[src/design/dpsr_pkg.sv]
package dpsr_pkg;

  // register map (index = paddr / 4)
  localparam logic REG_LATCH_TICKS = 1'b0;
  localparam logic REG_HALF_PERIOD = 1'b1;

  localparam logic [7:0] LATCH_TICKS_RST = 8'd12;
  localparam logic [7:0] HALF_PERIOD_RST = 8'd6;

  localparam logic [7:0] AXIS_CENTER = 8'd128;
  localparam logic [7:0] AXIS_MAX    = 8'd255;
  localparam logic [7:0] AXIS_MIN    = 8'd0;
  localparam logic [7:0] SHORT_BYTE  = 8'hFF;

  localparam logic [4:0] FIRST_BYTE_LAST = 5'd7;
  localparam logic [4:0] BITS_PER_READ   = 5'd16;

  localparam int unsigned QUEUE_DEPTH = 2;

  // one tick word after the front end: pins already turned into pressed bits
  typedef struct packed {
    logic poll;
    logic pressed_one;
    logic pressed_two;
  } item_t;

  typedef struct packed {
    logic       latch_drive;
    logic       clock_drive;
    logic       report_ready;
    logic       report_changed;
    logic [7:0] axis_x;
    logic [7:0] axis_y;
    logic [7:0] button_bits;
    logic       short_pad_one;
    logic       short_pad_two;
  } report_t;

  typedef enum logic [4:0] {
    PH_IDLE  = 5'b00001,
    PH_LATCH = 5'b00010,
    PH_HIGH  = 5'b00100,
    PH_LOW   = 5'b01000,
    PH_DONE  = 5'b10000
  } phase_t;

endpackage

[src/design/dpsr_front.sv]
module dpsr_front (
  input  logic           clk,
  input  logic           rst_n,
  input  logic           in_valid,
  output logic           in_ready,
  input  logic           in_poll_start,
  input  logic           in_pad_one_pin,
  input  logic           in_pad_two_pin,
  output logic           q_valid,
  output dpsr_pkg::item_t q_item,
  input  logic           q_pop
);

  dpsr_pkg::item_t slot_r [dpsr_pkg::QUEUE_DEPTH];
  logic            wr_ptr_r, wr_ptr_nxt;
  logic            rd_ptr_r, rd_ptr_nxt;
  logic [1:0]      cnt_r, cnt_nxt;
  logic            push;
  dpsr_pkg::item_t push_item;

  assign in_ready = (cnt_r != 2'(dpsr_pkg::QUEUE_DEPTH));
  assign push     = in_valid && in_ready;
  assign q_valid  = (cnt_r != 2'd0);
  assign q_item   = slot_r[rd_ptr_r];

  // pins are active low: 0 means pressed
  always_comb begin
    push_item.poll        = in_poll_start;
    push_item.pressed_one = ~in_pad_one_pin;
    push_item.pressed_two = ~in_pad_two_pin;
  end

  always_comb begin
    wr_ptr_nxt = push ? ~wr_ptr_r : wr_ptr_r;
    rd_ptr_nxt = q_pop ? ~rd_ptr_r : rd_ptr_r;
    cnt_nxt    = cnt_r;
    if (push && !q_pop) begin
      cnt_nxt = cnt_r + 2'd1;
    end else if (!push && q_pop) begin
      cnt_nxt = cnt_r - 2'd1;
    end
  end

  always_ff @(posedge clk) begin
    if (!rst_n) begin
      wr_ptr_r <= 1'b0;
      rd_ptr_r <= 1'b0;
      cnt_r    <= 2'd0;
    end else begin
      wr_ptr_r <= wr_ptr_nxt;
      rd_ptr_r <= rd_ptr_nxt;
      cnt_r    <= cnt_nxt;
    end
  end

  always_ff @(posedge clk) begin
    if (push) begin
      slot_r[wr_ptr_r] <= push_item;
    end
  end

endmodule

[src/design/dpsr_back.sv]
module dpsr_back (
  input  logic             clk,
  input  logic             rst_n,
  input  logic [7:0]       latch_ticks,
  input  logic [7:0]       half_period_ticks,
  input  logic             q_valid,
  input  dpsr_pkg::item_t  q_item,
  output logic             q_pop,
  output logic             out_valid,
  input  logic             out_ready,
  output dpsr_pkg::report_t out_word
);

  dpsr_pkg::phase_t phase_r, phase_nxt, ph;
  logic [7:0]  tick_r, tick_nxt, tc, tc_inc;
  logic [4:0]  bit_r, bit_nxt, bi;
  logic [7:0]  shift_one_r, shift_one_nxt;
  logic [7:0]  shift_two_r, shift_two_nxt;
  logic [7:0]  rb0_r, rb0_nxt, rb1_r, rb1_nxt, rb2_r, rb2_nxt, rb3_r, rb3_nxt;
  logic [31:0] reported_r, reported_nxt;
  logic [1:0]  short_r, short_nxt;
  logic        out_valid_r, out_valid_nxt;
  dpsr_pkg::report_t word_r, word_nxt;

  function automatic logic [7:0] pad_buttons(input logic [7:0] b0, input logic [7:0] b1,
                                             input logic is_short);
    logic [7:0] v;
    if (is_short) begin
      v = {b0[5], 2'b00, b0[7], b0[6], 2'b00, b0[4]};
    end else begin
      v = {b0[5], b1[3], b1[2], b1[0], b0[7], b1[1], b0[6], b0[4]};
    end
    return v;
  endfunction

  // plus pushes toward max (or back to center from min), minus the other way
  function automatic logic [7:0] axis_apply(input logic [7:0] a, input logic plus,
                                            input logic minus);
    logic [7:0] v;
    v = a;
    if (plus) begin
      v = (v != dpsr_pkg::AXIS_MIN) ? dpsr_pkg::AXIS_MAX : dpsr_pkg::AXIS_CENTER;
    end
    if (minus) begin
      v = (v == dpsr_pkg::AXIS_MAX) ? dpsr_pkg::AXIS_CENTER : dpsr_pkg::AXIS_MIN;
    end
    return v;
  endfunction

  assign q_pop     = q_valid && (!out_valid_r || out_ready);
  assign out_valid = out_valid_r;
  assign out_word  = word_r;

  always_comb begin
    ph            = phase_r;
    tc            = tick_r;
    bi            = bit_r;
    shift_one_nxt = shift_one_r;
    shift_two_nxt = shift_two_r;
    rb0_nxt       = rb0_r;
    rb1_nxt       = rb1_r;
    rb2_nxt       = rb2_r;
    rb3_nxt       = rb3_r;
    reported_nxt  = reported_r;
    short_nxt     = short_r;

    word_nxt.latch_drive    = 1'b0;
    word_nxt.clock_drive    = 1'b1;
    word_nxt.report_ready   = 1'b0;
    word_nxt.report_changed = 1'b0;
    word_nxt.axis_x         = dpsr_pkg::AXIS_CENTER;
    word_nxt.axis_y         = dpsr_pkg::AXIS_CENTER;
    word_nxt.button_bits    = 8'd0;

    if (ph == dpsr_pkg::PH_IDLE && q_item.poll) begin
      ph            = dpsr_pkg::PH_LATCH;
      tc            = 8'd0;
      bi            = 5'd0;
      shift_one_nxt = 8'd0;
      shift_two_nxt = 8'd0;
    end

    tc_inc    = tc + 8'd1;
    phase_nxt = ph;
    tick_nxt  = tc;
    bit_nxt   = bi;

    case (ph)
      dpsr_pkg::PH_IDLE: begin
        phase_nxt = dpsr_pkg::PH_IDLE;
      end
      dpsr_pkg::PH_LATCH: begin
        word_nxt.latch_drive = 1'b1;
        tick_nxt = tc_inc;
        if (tc_inc >= latch_ticks) begin
          phase_nxt = dpsr_pkg::PH_HIGH;
          tick_nxt  = 8'd0;
        end
      end
      dpsr_pkg::PH_HIGH: begin
        tick_nxt = tc_inc;
        if (tc_inc >= half_period_ticks) begin
          phase_nxt = dpsr_pkg::PH_LOW;
          tick_nxt  = 8'd0;
        end
      end
      dpsr_pkg::PH_LOW: begin
        word_nxt.clock_drive = 1'b0;
        if (tc == 8'd0) begin
          if (bi < 5'd8) begin
            shift_one_nxt = {shift_one_r[6:0], q_item.pressed_one};
            shift_two_nxt = {shift_two_r[6:0], q_item.pressed_two};
            if (bi == dpsr_pkg::FIRST_BYTE_LAST) begin
              rb0_nxt = {shift_one_r[6:0], q_item.pressed_one};
              rb2_nxt = {shift_two_r[6:0], q_item.pressed_two};
            end
          end else begin
            shift_one_nxt = {q_item.pressed_one, shift_one_r[7:1]};
            shift_two_nxt = {q_item.pressed_two, shift_two_r[7:1]};
          end
        end
        tick_nxt = tc_inc;
        if (tc_inc >= half_period_ticks) begin
          tick_nxt  = 8'd0;
          bit_nxt   = bi + 5'd1;
          phase_nxt = ((bi + 5'd1) >= dpsr_pkg::BITS_PER_READ) ? dpsr_pkg::PH_DONE
                                                               : dpsr_pkg::PH_HIGH;
        end
      end
      dpsr_pkg::PH_DONE: begin
        short_nxt[0] = (shift_one_r == dpsr_pkg::SHORT_BYTE);
        short_nxt[1] = (shift_two_r == dpsr_pkg::SHORT_BYTE);
        rb1_nxt = short_nxt[0] ? 8'd0 : shift_one_r;
        rb3_nxt = short_nxt[1] ? 8'd0 : shift_two_r;
        word_nxt.report_changed = ({rb3_nxt, rb2_r, rb1_nxt, rb0_r} != reported_r);
        word_nxt.button_bits = pad_buttons(rb0_r, rb1_nxt, short_nxt[0])
                             | pad_buttons(rb2_r, rb3_nxt, short_nxt[1]);
        word_nxt.axis_x = axis_apply(axis_apply(dpsr_pkg::AXIS_CENTER, rb0_r[0], rb0_r[1]),
                                     rb2_r[0], rb2_r[1]);
        word_nxt.axis_y = axis_apply(axis_apply(dpsr_pkg::AXIS_CENTER, rb0_r[2], rb0_r[3]),
                                     rb2_r[2], rb2_r[3]);
        reported_nxt = {rb3_nxt, rb2_r, rb1_nxt, rb0_r};
        word_nxt.report_ready = 1'b1;
        phase_nxt = dpsr_pkg::PH_IDLE;
        tick_nxt  = 8'd0;
        bit_nxt   = 5'd0;
      end
      default: begin
        phase_nxt = dpsr_pkg::PH_IDLE;
      end
    endcase

    word_nxt.short_pad_one = short_nxt[0];
    word_nxt.short_pad_two = short_nxt[1];

    out_valid_nxt = q_pop ? 1'b1 : (out_ready ? 1'b0 : out_valid_r);
  end

  always_ff @(posedge clk) begin
    if (!rst_n) begin
      phase_r     <= dpsr_pkg::PH_IDLE;
      tick_r      <= 8'd0;
      bit_r       <= 5'd0;
      shift_one_r <= 8'd0;
      shift_two_r <= 8'd0;
      rb0_r       <= 8'd0;
      rb1_r       <= 8'd0;
      rb2_r       <= 8'd0;
      rb3_r       <= 8'd0;
      reported_r  <= 32'd0;
      short_r     <= 2'd0;
      out_valid_r <= 1'b0;
    end else begin
      out_valid_r <= out_valid_nxt;
      if (q_pop) begin
        phase_r     <= phase_nxt;
        tick_r      <= tick_nxt;
        bit_r       <= bit_nxt;
        shift_one_r <= shift_one_nxt;
        shift_two_r <= shift_two_nxt;
        rb0_r       <= rb0_nxt;
        rb1_r       <= rb1_nxt;
        rb2_r       <= rb2_nxt;
        rb3_r       <= rb3_nxt;
        reported_r  <= reported_nxt;
        short_r     <= short_nxt;
      end
    end
  end

  always_ff @(posedge clk) begin
    if (q_pop) begin
      word_r <= word_nxt;
    end
  end

endmodule

[src/design/dual_pad_serial_reader_core.sv]
// Two-pad serial button reader. Each input word is one timebase tick (nominally
// 1 us) carrying a poll request and the two active-low pad data pins; each tick
// yields exactly one output word with the latch and clock line levels for that
// tick, plus the merged report on the tick a read completes. Sustained rate is
// one word per clock cycle while out_ready stays high: a 2-entry input queue
// feeds the tick engine, which retires one tick per cycle into an output
// register whenever that register is empty or being taken. An accepted word is
// written into the queue, then registered into the output register that drives
// out_* when the engine pops it. Latch and clock phase lengths come from the
// APB registers latch_ticks (0x0, reset 12) and half_period_ticks (0x4, reset
// 6); a value of 0 behaves as 1. Write them only while no read is in progress.
module dual_pad_serial_reader_core (
  input  logic        clk,
  input  logic        rst_n,
  // input tick words
  input  logic        in_valid,
  output logic        in_ready,
  input  logic        in_poll_start,
  input  logic        in_pad_one_pin,
  input  logic        in_pad_two_pin,
  // output words
  output logic        out_valid,
  input  logic        out_ready,
  output logic        out_latch_drive,
  output logic        out_clock_drive,
  output logic        out_report_ready,
  output logic        out_report_changed,
  output logic [7:0]  out_axis_x,
  output logic [7:0]  out_axis_y,
  output logic [7:0]  out_button_bits,
  output logic        out_short_pad_one,
  output logic        out_short_pad_two,
  // register port
  input  logic        psel,
  input  logic        penable,
  input  logic        pwrite,
  input  logic [2:0]  paddr,
  input  logic [31:0] pwdata,
  output logic [31:0] prdata,
  output logic        pready
);

  logic [7:0] latch_ticks_r, latch_ticks_nxt;
  logic [7:0] half_period_r, half_period_nxt;
  logic       reg_wr;
  logic       reg_idx;

  logic              q_valid;
  logic              q_pop;
  dpsr_pkg::item_t   q_item;
  dpsr_pkg::report_t word;

  // --- register port: write in the access phase, reads are combinational
  assign pready  = 1'b1;
  assign reg_wr  = psel && penable && pwrite;
  assign reg_idx = paddr[2];

  always_comb begin
    latch_ticks_nxt = latch_ticks_r;
    half_period_nxt = half_period_r;
    if (reg_wr) begin
      case (reg_idx)
        dpsr_pkg::REG_LATCH_TICKS: latch_ticks_nxt = pwdata[7:0];
        dpsr_pkg::REG_HALF_PERIOD: half_period_nxt = pwdata[7:0];
        default: ;
      endcase
    end
    case (reg_idx)
      dpsr_pkg::REG_LATCH_TICKS: prdata = {24'd0, latch_ticks_r};
      dpsr_pkg::REG_HALF_PERIOD: prdata = {24'd0, half_period_r};
      default:                   prdata = 32'd0;
    endcase
  end

  always_ff @(posedge clk) begin
    if (!rst_n) begin
      latch_ticks_r <= dpsr_pkg::LATCH_TICKS_RST;
      half_period_r <= dpsr_pkg::HALF_PERIOD_RST;
    end else begin
      latch_ticks_r <= latch_ticks_nxt;
      half_period_r <= half_period_nxt;
    end
  end

  // --- front: accept tick words, decode pins, queue them
  dpsr_front u_front (
    .clk            (clk),
    .rst_n          (rst_n),
    .in_valid       (in_valid),
    .in_ready       (in_ready),
    .in_poll_start  (in_poll_start),
    .in_pad_one_pin (in_pad_one_pin),
    .in_pad_two_pin (in_pad_two_pin),
    .q_valid        (q_valid),
    .q_item         (q_item),
    .q_pop          (q_pop)
  );

  // --- back: latch/clock sequencer, shifters, report merge, output register
  dpsr_back u_back (
    .clk               (clk),
    .rst_n             (rst_n),
    .latch_ticks       (latch_ticks_r),
    .half_period_ticks (half_period_r),
    .q_valid           (q_valid),
    .q_item            (q_item),
    .q_pop             (q_pop),
    .out_valid         (out_valid),
    .out_ready         (out_ready),
    .out_word          (word)
  );

  assign out_latch_drive    = word.latch_drive;
  assign out_clock_drive    = word.clock_drive;
  assign out_report_ready   = word.report_ready;
  assign out_report_changed = word.report_changed;
  assign out_axis_x         = word.axis_x;
  assign out_axis_y         = word.axis_y;
  assign out_button_bits    = word.button_bits;
  assign out_short_pad_one  = word.short_pad_one;
  assign out_short_pad_two  = word.short_pad_two;

  // --- checks

  // latch high and clock low never share a tick
  a_latch_clock_excl: assert property (@(posedge clk) disable iff (!rst_n)
    out_valid |-> !(out_latch_drive && !out_clock_drive))
    else $error("latch and clock low in the same tick");

  // a completing tick has the clock back high and the latch released
  a_report_lines: assert property (@(posedge clk) disable iff (!rst_n)
    (out_valid && out_report_ready) |-> (out_clock_drive && !out_latch_drive))
    else $error("report on a tick with active latch or clock");

  // without a report, the payload sits at its neutral values
  a_idle_report: assert property (@(posedge clk) disable iff (!rst_n)
    (out_valid && !out_report_ready) |->
      (!out_report_changed && out_axis_x == dpsr_pkg::AXIS_CENTER &&
       out_axis_y == dpsr_pkg::AXIS_CENTER && out_button_bits == 8'd0))
    else $error("report fields set on a non-report tick");

  // the engine only pulls from the queue when it holds a word
  a_pop_valid: assert property (@(posedge clk) disable iff (!rst_n)
    q_pop |-> q_valid)
    else $error("queue popped while empty");

endmodule
[config.mk]
export PLATFORM = sky130hd
export DESIGN_NAME = dual_pad_serial_reader_core
export DESIGN_NICKNAME = d
export VERILOG_FILES = /design/src/design/dpsr_pkg.sv /design/src/design/dpsr_front.sv /design/src/design/dpsr_back.sv /design/src/design/dual_pad_serial_reader_core.sv
export SDC_FILE = /design/constraint.sdc
export NUM_CORES = 1
export LEC_CHECK = 0
export BUFFER_PORTS_ARGS = -buffer_cell sky130_fd_sc_hd__buf_2
export CORE_MARGIN = 2
export CORE_UTILIZATION = 53
export CTS_BUF_LIST = sky130_fd_sc_hd__clkbuf_8
export CTS_CLUSTER_SIZE = 20
export DETAILED_ROUTE_END_ITERATION = 8
export PLACE_DENSITY_LB_ADDON = 0.3
export SETUP_SLACK_MARGIN = 0.3
export SLEW_MARGIN = 30
export SYNTH_ARGS = -nofsm -noshare
export SYNTH_HDL_FRONTEND = slang
export SYNTH_SLANG_ARGS = --single-unit
export TNS_END_PERCENT = 100
[constraint.sdc]
create_clock -name clk -period 3.45 [get_ports clk]
set_input_delay 0.1725 -clock clk [delete_from_list [all_inputs] [get_ports clk]]
set_output_delay 0.1725 -clock clk [all_outputs]
set_load 0.005 [all_outputs]
## Word-level counts from Yosys, hierarchy flattened

Memory sizes are Yosys's and may differ from the RTL's. A register that Yosys moved wholly into a read port is not among the register bits.
Index checks and enable logic that the tools add are counted.
W data, S select, Z words.

- Flip-flop bits (word level): 135
- Memory bits (writable): 6
- Input bits: 45
- Memories: 1

Memory list:

| memory | depth | width | rd ports | clocked after Yosys merged registers in | wr ports | line | text |
|---|---|---|---|---|---|---|---|
| u_front.slot_r | 2 | 3 | 1 | 1 | 1 | dpsr_front.sv:14 | `dpsr_pkg::item_t slot_r [dpsr_pkg::QUEUE_DEPTH];` |

- Mux-type cells: 60
- Bitwise gates (word level): 6
- Reduce and logical (&&, ||, !) cells: 22
- Add/sub/neg operators: 4
- Magnitude comparators: 4
- Equality and inequality tests: 14

Operators with widths:

| cell | number |
|---|---|
| $mux W8 | 31 |
| $pmux W32 S2 | 1 |
| $eq A8 B8 Y1 const B | 6 |
| $mux W7 | 6 |
| $mux W5 | 7 |
| $ne A32 B32 Y1 | 1 |
| $mux W26 | 1 |
| $pmux W8 S3 | 1 |
| $ge A8 B8 Y1 | 2 |
| $reduce_bool A8 Y1 | 2 |
| $pmux W5 S3 | 1 |
| $eq A5 B3 Y1 const B | 2 |
| $pmux W5 S2 | 1 |
| $add A8 B1 Y8 const B | 1 |
| $logic_not A8 Y1 | 1 |
| $mux W1 | 8 |
| $or A8 B8 Y8 | 1 |
| $logic_and A1 B1 Y1 | 7 |
| $mux W2 | 3 |
| $reduce_and A2 Y1 | 3 |
| $reduce_bool A2 Y1 | 3 |
| $add A5 B1 Y5 const B | 1 |
| $eq A5 B1 Y1 const B | 1 |
| $eq A5 B2 Y1 const B | 1 |
| other kinds (12) | 18 |

## Longest topological paths before layout

Gate-level depths: netlist of run 1.

- Depth in word-level cells: 17
- Gate-level depth with buffers: 17

## Cells and area by module

Synthesis of run 1 repeated with hierarchy kept, for this count alone.

- Cell total of the unflattened synthesis: 836
- Area total of the unflattened synthesis: 7,201.9 µm²

By module, submodules not included:

| module | times used | area an instance (µm²) | cells each |
|---|---|---|---|
| dpsr_back | 1 | 5,781.8 | 698 |
| dual_pad_serial_reader_core | 1 | 973.4 | 102 |
| dpsr_front | 1 | 446.7 | 36 |

## Worst setup path before layout of run 1

OpenSTA, ideal clock, no wires.

- Kind: flip-flop to flip-flop
- Start point: reg (tool-made name)
- End point: reg u_back.tick_r[0]
- Required time: 3.355 ns
- Path buffers: 1
- Arrival time: 3.547 ns
- Path slack: -0.192 ns
- Clock period less this slack: 3.642 ns
- Stages on the path, launching flop included: 17
- Path through: dfxtp_1 > mux2_2 > and3_1 > and2_1 > clkbuf_1 > nor2_1 > ha_1 > nand3_1 > xor2_1 > nor2_1 > ha_1 > and3_1 > o21ai_0 > nand2_1 > nor3_2 > o21ai_0 > a221oi_1

RTL lines:

| item | line | text |
|---|---|---|
| end signal, assigned | dpsr_back.sv:177 | `tick_r <= tick_nxt;` |
| end, declared | dpsr_back.sv:15 | `logic [7:0] tick_r, tick_nxt, tc, tc_inc;` |

==> results of run 1 <==
-- layout make-up --
class	instances	area, um^2
Tap cell	172	215.2
Timing Repair Buffer	102	670.6
Clock buffer	21	289.0
Multi-Input combinational cell	606	3571
Clock inverter	11	158.9
Inverter	35	131.4
Fill cell	1107	4688
Sequential cell	130	2844
-- registers in the layout (all words and copies together), names as in the netlist, 5 cells and up, named ones only --
name                count
u_back.bit_r            5
latch_ticks_r           8
half_period_r           8
u_back.tick_r           8
u_back.shift_one_r      8
u_back.rb0_r            8
u_back.shift_two_r      8
u_front.slot_r          6
u_back.reported_r      32
u_back.phase_r          5
u_back.rb2_r            8
u_back.out_word        18
-- cells in the final DEF (no fill, tap or decap), types with 6 or more instances in the layout --
master | Yosys | final
ha_1 | 20 | 17
nor2_1 | 92 | 86
mux2i_1 | 26 | 26
conb_1 | 2 | 25
nand2_1 | 130 | 129
nand4_1 | 11 | 11
o211ai_1 | 11 | 11
clkbuf_8 | 0 | 21
nand2b_1 | 10 | 10
nor3_1 | 8 | 8
inv_1 | 32 | 34
o21ai_0 | 39 | 34
xnor2_1 | 15 | 15
buf_2 | 2 | 58
dlygate4sd3_1 | 0 | 14
edfxtp_1 | 24 | 24
nor2_2 | 2 | 6
a22oi_1 | 10 | 10
buf_4 | 37 | 26
dfxtp_1 | 106 | 105
a21oi_1 | 86 | 84
and3_1 | 8 | 6
nand3_1 | 31 | 30
xor2_1 | 18 | 18
-- power groups by stage --
stage                     Sequential, mW  Clock (mW)  Combinational [mW]
after CTS                           1.80        1.47                1.06
after detailed placement            1.84           0                1.00
after global placement              1.83           0               0.987
final                               1.80        1.45                1.09
after floorplan                     1.84           0               0.698
after global routing                1.83        1.53                1.23
-- cell families (layout without fill, tap and decap cells) --
logic type | after synthesis | after routing | synth area share (%)
compound gates | 180 | 180 | 15.51
buf+inv | 121 | 169 | 9.227
simple gates | 320 | 320 | 21.22
other cells | 2 | 25 | 0.1105
flops | 130 | 130 | 41.84
mux | 28 | 28 | 4.162
fa+ha+maj | 20 | 20 | 3.683
xor+xnor | 33 | 33 | 4.254
-- stage by stage --
step	utilization (%)	hold slack (ps)	setup slack [ps]	cell area [um^2]	std cells
global placement	56.76	370.7	152.7	7134	1025
floorplan	-	271.4	256.7	6942	857
finish	62.70	71.02	306.4	7880	1077
CTS	62.25	47.85	298.7	7824	1075
global route	62.70	145.3	179.3	7880	1077
detailed placement	56.85	376.0	83.19	7146	1025
-- worst max-delay path, delay by kind of cell, from the launching register on --
family / cells / cell delay [ps]
adder cells (fa/ha/maj): 1 / 340
buffers and inverters: 3 / 470
AO/OA/AOI/OAI: 5 / 750
AND/OR/NAND/NOR: 4 / 850
flip-flops: 1 / 360
multiplexers: 1 / 300
-- repair_timing --
action	CTS	global route
hold endpoints to repair	22	0
setup endpoints to repair	17	19
gates resized for setup	15	9
setup buffers	4	2
gates cloned	0	0
hold buffers	14	0
pin swaps	6	25
-- layer usage --
layer,part of all wire (%),vias up,wire length (um)
met5,0,-,0
met4,1.7,0,270
met3,5.6,22,872
met2,46,162,7203
met1,47,2679,7273
li1,-,2910,-
-- how the worst max path moves through the flow --
stage                    startpoint          endpoint  slack [ps]  depth (start not counted)
2_1_floorplan                  flop  u_back.tick_r[0]         260                         16
3_3_place_gp                   flop  u_back.tick_r[7]         150                         16
3_5_place_dp                   flop  u_back.tick_r[7]          80                         16
4_1_cts        u_front.slot_r[0][2]  u_back.tick_r[7]         300                         16
5_1_grt        u_front.slot_r[1][2]  u_back.tick_r[7]         180                         17
6_report       u_front.slot_r[0][2]  u_back.tick_r[6]         310                         14
==> metrics.csv, run 1 <==
metric,value,unit
Rows,41,
Synth Cell Area,6794,um^2
chip width,117.2,um
first-pass GRT wire length,25.68,mm
Switch Pwr,1.316,mW
crit path capture type,flop,
Switching Fraction,30.30,%
gr usage total,24.05,%
Int Pwr,3.026,mW
post-layout min period,3144,ps
Sink Count,130,
WP data required,3840,ps
final hold violations,0,
gr ovfl total,0,
"area leader, netlist",dfxtp_1,
DRT Wirelength,15.62,mm
GRT busiest layer,met2,
largest net degree at the start of global routing,39,
NumNets Final,957,
CP Class,flop to flop,
number of global-route vias before repair,5198,
Final period util,91.12,%
average size of a mapped cell,8.146,um^2
Rel. slew slack,47.30,%
maximum clock rate,0.3181,GHz
"Slew Viols, Final",0,
post-synth top area share,31.23,%
Synth Instances,834,
flop and latch count out of synthesis,130,
Crit Path Max Fanout,11,
ys flop type,dfxtp_1,
DIE AREA,13740,um^2
number of synthesized flops with an enable pin,24,
unique cell type count in the Yosys netlist,62,
Port Buf Inserts,58,
Crit path top cell by count,buf_4,
"Cell Chain, Critical Path",mux2_4 -> and3_4 -> and2_4 -> buf_4 -> buf_4 -> nor2_1 -> ha_1 -> a41o_1 -> a21oi_2 -> o31ai_4 -> nor2_4 -> buf_6 -> o211ai_1 -> a21oi_1,
"Seq/Total Area, Yosys",41.84,%
grt met3 use,5.870,%
routed via count,5773,
hpwl dp,10.34,mm
clk root buf,clkbuf_8,
Worst Skew,17.49,ps
Worst R2R Path Depth,14,
outcome,"finished, final reports clean",
WHS Path Cells,4,
min-delay src,out_ready,
antenna violations before repair,0,
most frequent cell after synthesis,nand2_1,
commonest cells in the netlist,"nand2_1, dfxtp_1, nor2_1",
DR WL/cell,14.50,um
Setup crit start kind,flop,
DRT iter0 DRCs,486,
Clock Pin Slew Worst Setup and Hold Paths,70,ps
Die Ht,117.2,um
# diodes,0,
number of nets with antenna violations after routing,0,
Ys Warns,0,
Initial Util,54.06,%
VDD IR max,0.0003218,V
"slowest stage delay, CP",360,ps
Clock Power Share,33.4,%
vias per inst,5.360,
static leakage power,2.982,nW
core area,12570,um^2
met1 usage in global routing,32.60,%
gpl congestion,0.8580,
PwrDens,551.0,nW/um^2
"Power, Total",4.342,mW
drc violations,0,
synth top area cells,"dfxtp_1, edfxtp_1, nand2_1",
met2 Use GR,37.62,%
setup tns final,0,ps
RR Endpoint,u_back.tick_r[6],
top-level port count,110,
R2R Path Start,u_front.slot_r[0][2],
max cap viols,0,
WP data arrival,3530,ps
Hold Path End,u_back.out_valid,
RSZ-0062 raised after global routing,yes,
"FFs w/ async S/R, synth",0,%
register share of total power,41.5,%
combinational power share,25.2,%
Worst R2R Setup Slack,310,ps
worst hold path type,input port to flop,
CTS Buf Count,17,
Skew-Pair Late Insertion Delay,460,ps
share of layout cells above drive strength 1,17.13,%
final setup vio count,0,
area grow syn2layout,15.99,%
Worst-Margin Slew,787.9,ps
htree depth,4,
TritonCTS clock tree,done,
crit path max-delay cell type,edfxtp_1,
worst-case clock buffer depth,2,
TritonRoute pass-1 iters,6,
(Power assumes the default switching activity.)
==> run 2, diff against run 1 <==
Settings changed: CORE_UTILIZATION 53 to 59.
Clock period 3.45 ns to 3.5 ns, I/O delays scaled along.
==> run 2 against run 1 <==
Effect of this change: critical path depth shrank 1; global-route usage grew 2.2 points; cell area shrank 0.38%.
==> metrics.csv, run 2 (same netlist as run 1, synthesis figures left out) <==
metric,value,unit
outcome,"finished, final reports clean",
share of layout cells above drive strength 1,17.85,%
NumNets Final,954,
RSZ-0062 raised after global routing,yes,
DRT iter0 DRCs,629,
hold_ws,68.56,ps
PwrDens,531.5,nW/um^2
Worst-Margin Slew,823.5,ps
TritonCTS clock tree,done,
Setup crit start kind,flop,
CTS Buf Count,17,
"Slew Viols, Final",0,
static leakage power,2.975,nW
Rel. slew slack,44.92,%
WP data required,3870,ps
routed via count,6032,
"commonest non-fill, non-tap cell in the layout",nand2_1,
Largest Register,u_back.reported_r,
Util after Layout,69.34,%
DRT Wirelength,16.73,mm
WP data arrival,3600,ps
max cap viols,0,
gr usage total,26.28,%
DIE AREA,12390,um^2
Crit Path Max Fanout,6,
worst hold path type,input port to flop,
Sink Count,130,
VDD IR max,0.0005686,V
clk root buf,clkbuf_8,
number of global-route vias before repair,5559,
area grow syn2layout,15.54,%
CP Class,flop to flop,
chip width,111.3,um
Initial Util,60.01,%
Die Ht,111.3,um
# diodes,0,
final hold violations,0,
TritonRoute pass-1 iters,6,
post-layout min period,3231,ps
DR WL/cell,16.01,um
first-pass GRT wire length,26.56,mm
drc violations,0,
antenna violations before repair,0,
"commonest non-fill, non-tap cells in the layout","nand2_1, dfxtp_1, nor2_1",
Port Buf Inserts,58,
Placed Instance Area,7032,um^2
maximum clock rate,0.3095,GHz
top-level port count,110,
htree depth,4,
Worst Skew,9.973,ps
Clock Pin Slew Worst Setup and Hold Paths,70,ps
crit path capture type,flop,
largest net degree at the start of global routing,45,
Skew-Pair Late Insertion Delay,450,ps
core area,11320,um^2
number of nets with antenna violations after routing,0,
final instance area,7850,um^2
max reg flops,32,
gr ovfl total,0,
Rows,39,
worst-case clock buffer depth,2,
final setup vio count,0,
gpl congestion,0.9008,
hpwl dp,10.79,mm
vias per inst,5.772,
Final period util,92.32,%
-- run 2: cell count changes in the layout (fill, tap and decap cells not counted), moves of 2 or more --
cell / previous run / this run
nor3_4: 2 / 4
clkbuf_8: 21 / 17
dlygate4sd3_1: 14 / 11
nor2_2: 6 / 3
nor3_1: 8 / 6
nor2_4: 2 / 4
clkinv_4: 0 / 3
-- run 2: what timing repair did --
item,CTS,global route
setup buffers,10,6
pin swaps,8,27
gates resized for setup,12,27
hold buffers,11,0
hold endpoints to repair,22,0
setup endpoints to repair,17,21
-- run 2: per-layer routing --
metal  vias to the layer above  track usage (%)  wire length (um)
met2                       300            43.05              8008
met3                        39            6.725              1323
met4                         0            8.889               345
met5                         -                0                 0
li1                       2902                -                 -
met1                      2791            34.10              7050
-- run 2: path summary, 6_finish.rpt --
check	cells past startpoint	slack (ps)	startpoint	endpoint
max	13	270	flop	u_back.tick_r[7]
min	2	70	rst_n	latch_ticks_r[3]
max reg2reg	13	270	flop	u_back.tick_r[7]
min reg2reg	2	470	latch_ticks_r[1]	latch_ticks_r[1]
-- run 2: area by class of cell --
class	count	area, um^2
Sequential cell	130	2845
Clock buffer	17	234.0
Clock inverter	15	168.9
Tap cell	143	178.9
Inverter	35	131.4
Timing Repair Buffer	99	636.9
Fill cell	863	3471
Multi-Input combinational cell	606	3655
-- run 2: worst max-delay path, cell delays in order, from the launching register on --
cell	delay, ps
dfxtp_2	340
mux2_4	320
and3_4	180
and2_4	140
nor2_4	130
buf_4	140
ha_1	210
nand2b_1	150
a2111oi_1	740
o31ai_4	150
nor2_4	240
buf_6	150
o211ai_1	90
a21oi_1	160
-- run 2: per-stage QoR --
stage	total power [mW]	setup slack, ps	cells	setup TNS [ps]
floorplan	2.502	306.7	857	0
global placement	2.709	137.2	986	0
detailed placement	2.756	-86.74	986	-350.1
CTS	4.119	318.6	1039	0
global route	4.352	133.7	1045	0
finish	4.172	268.9	1045	0
-- run 2: power by group --
part,internal (mW),switching (mW),total [mW]
Clock,0.697,0.613,1.31
Sequential,1.69,0.0954,1.79
Combinational,0.432,0.641,1.07
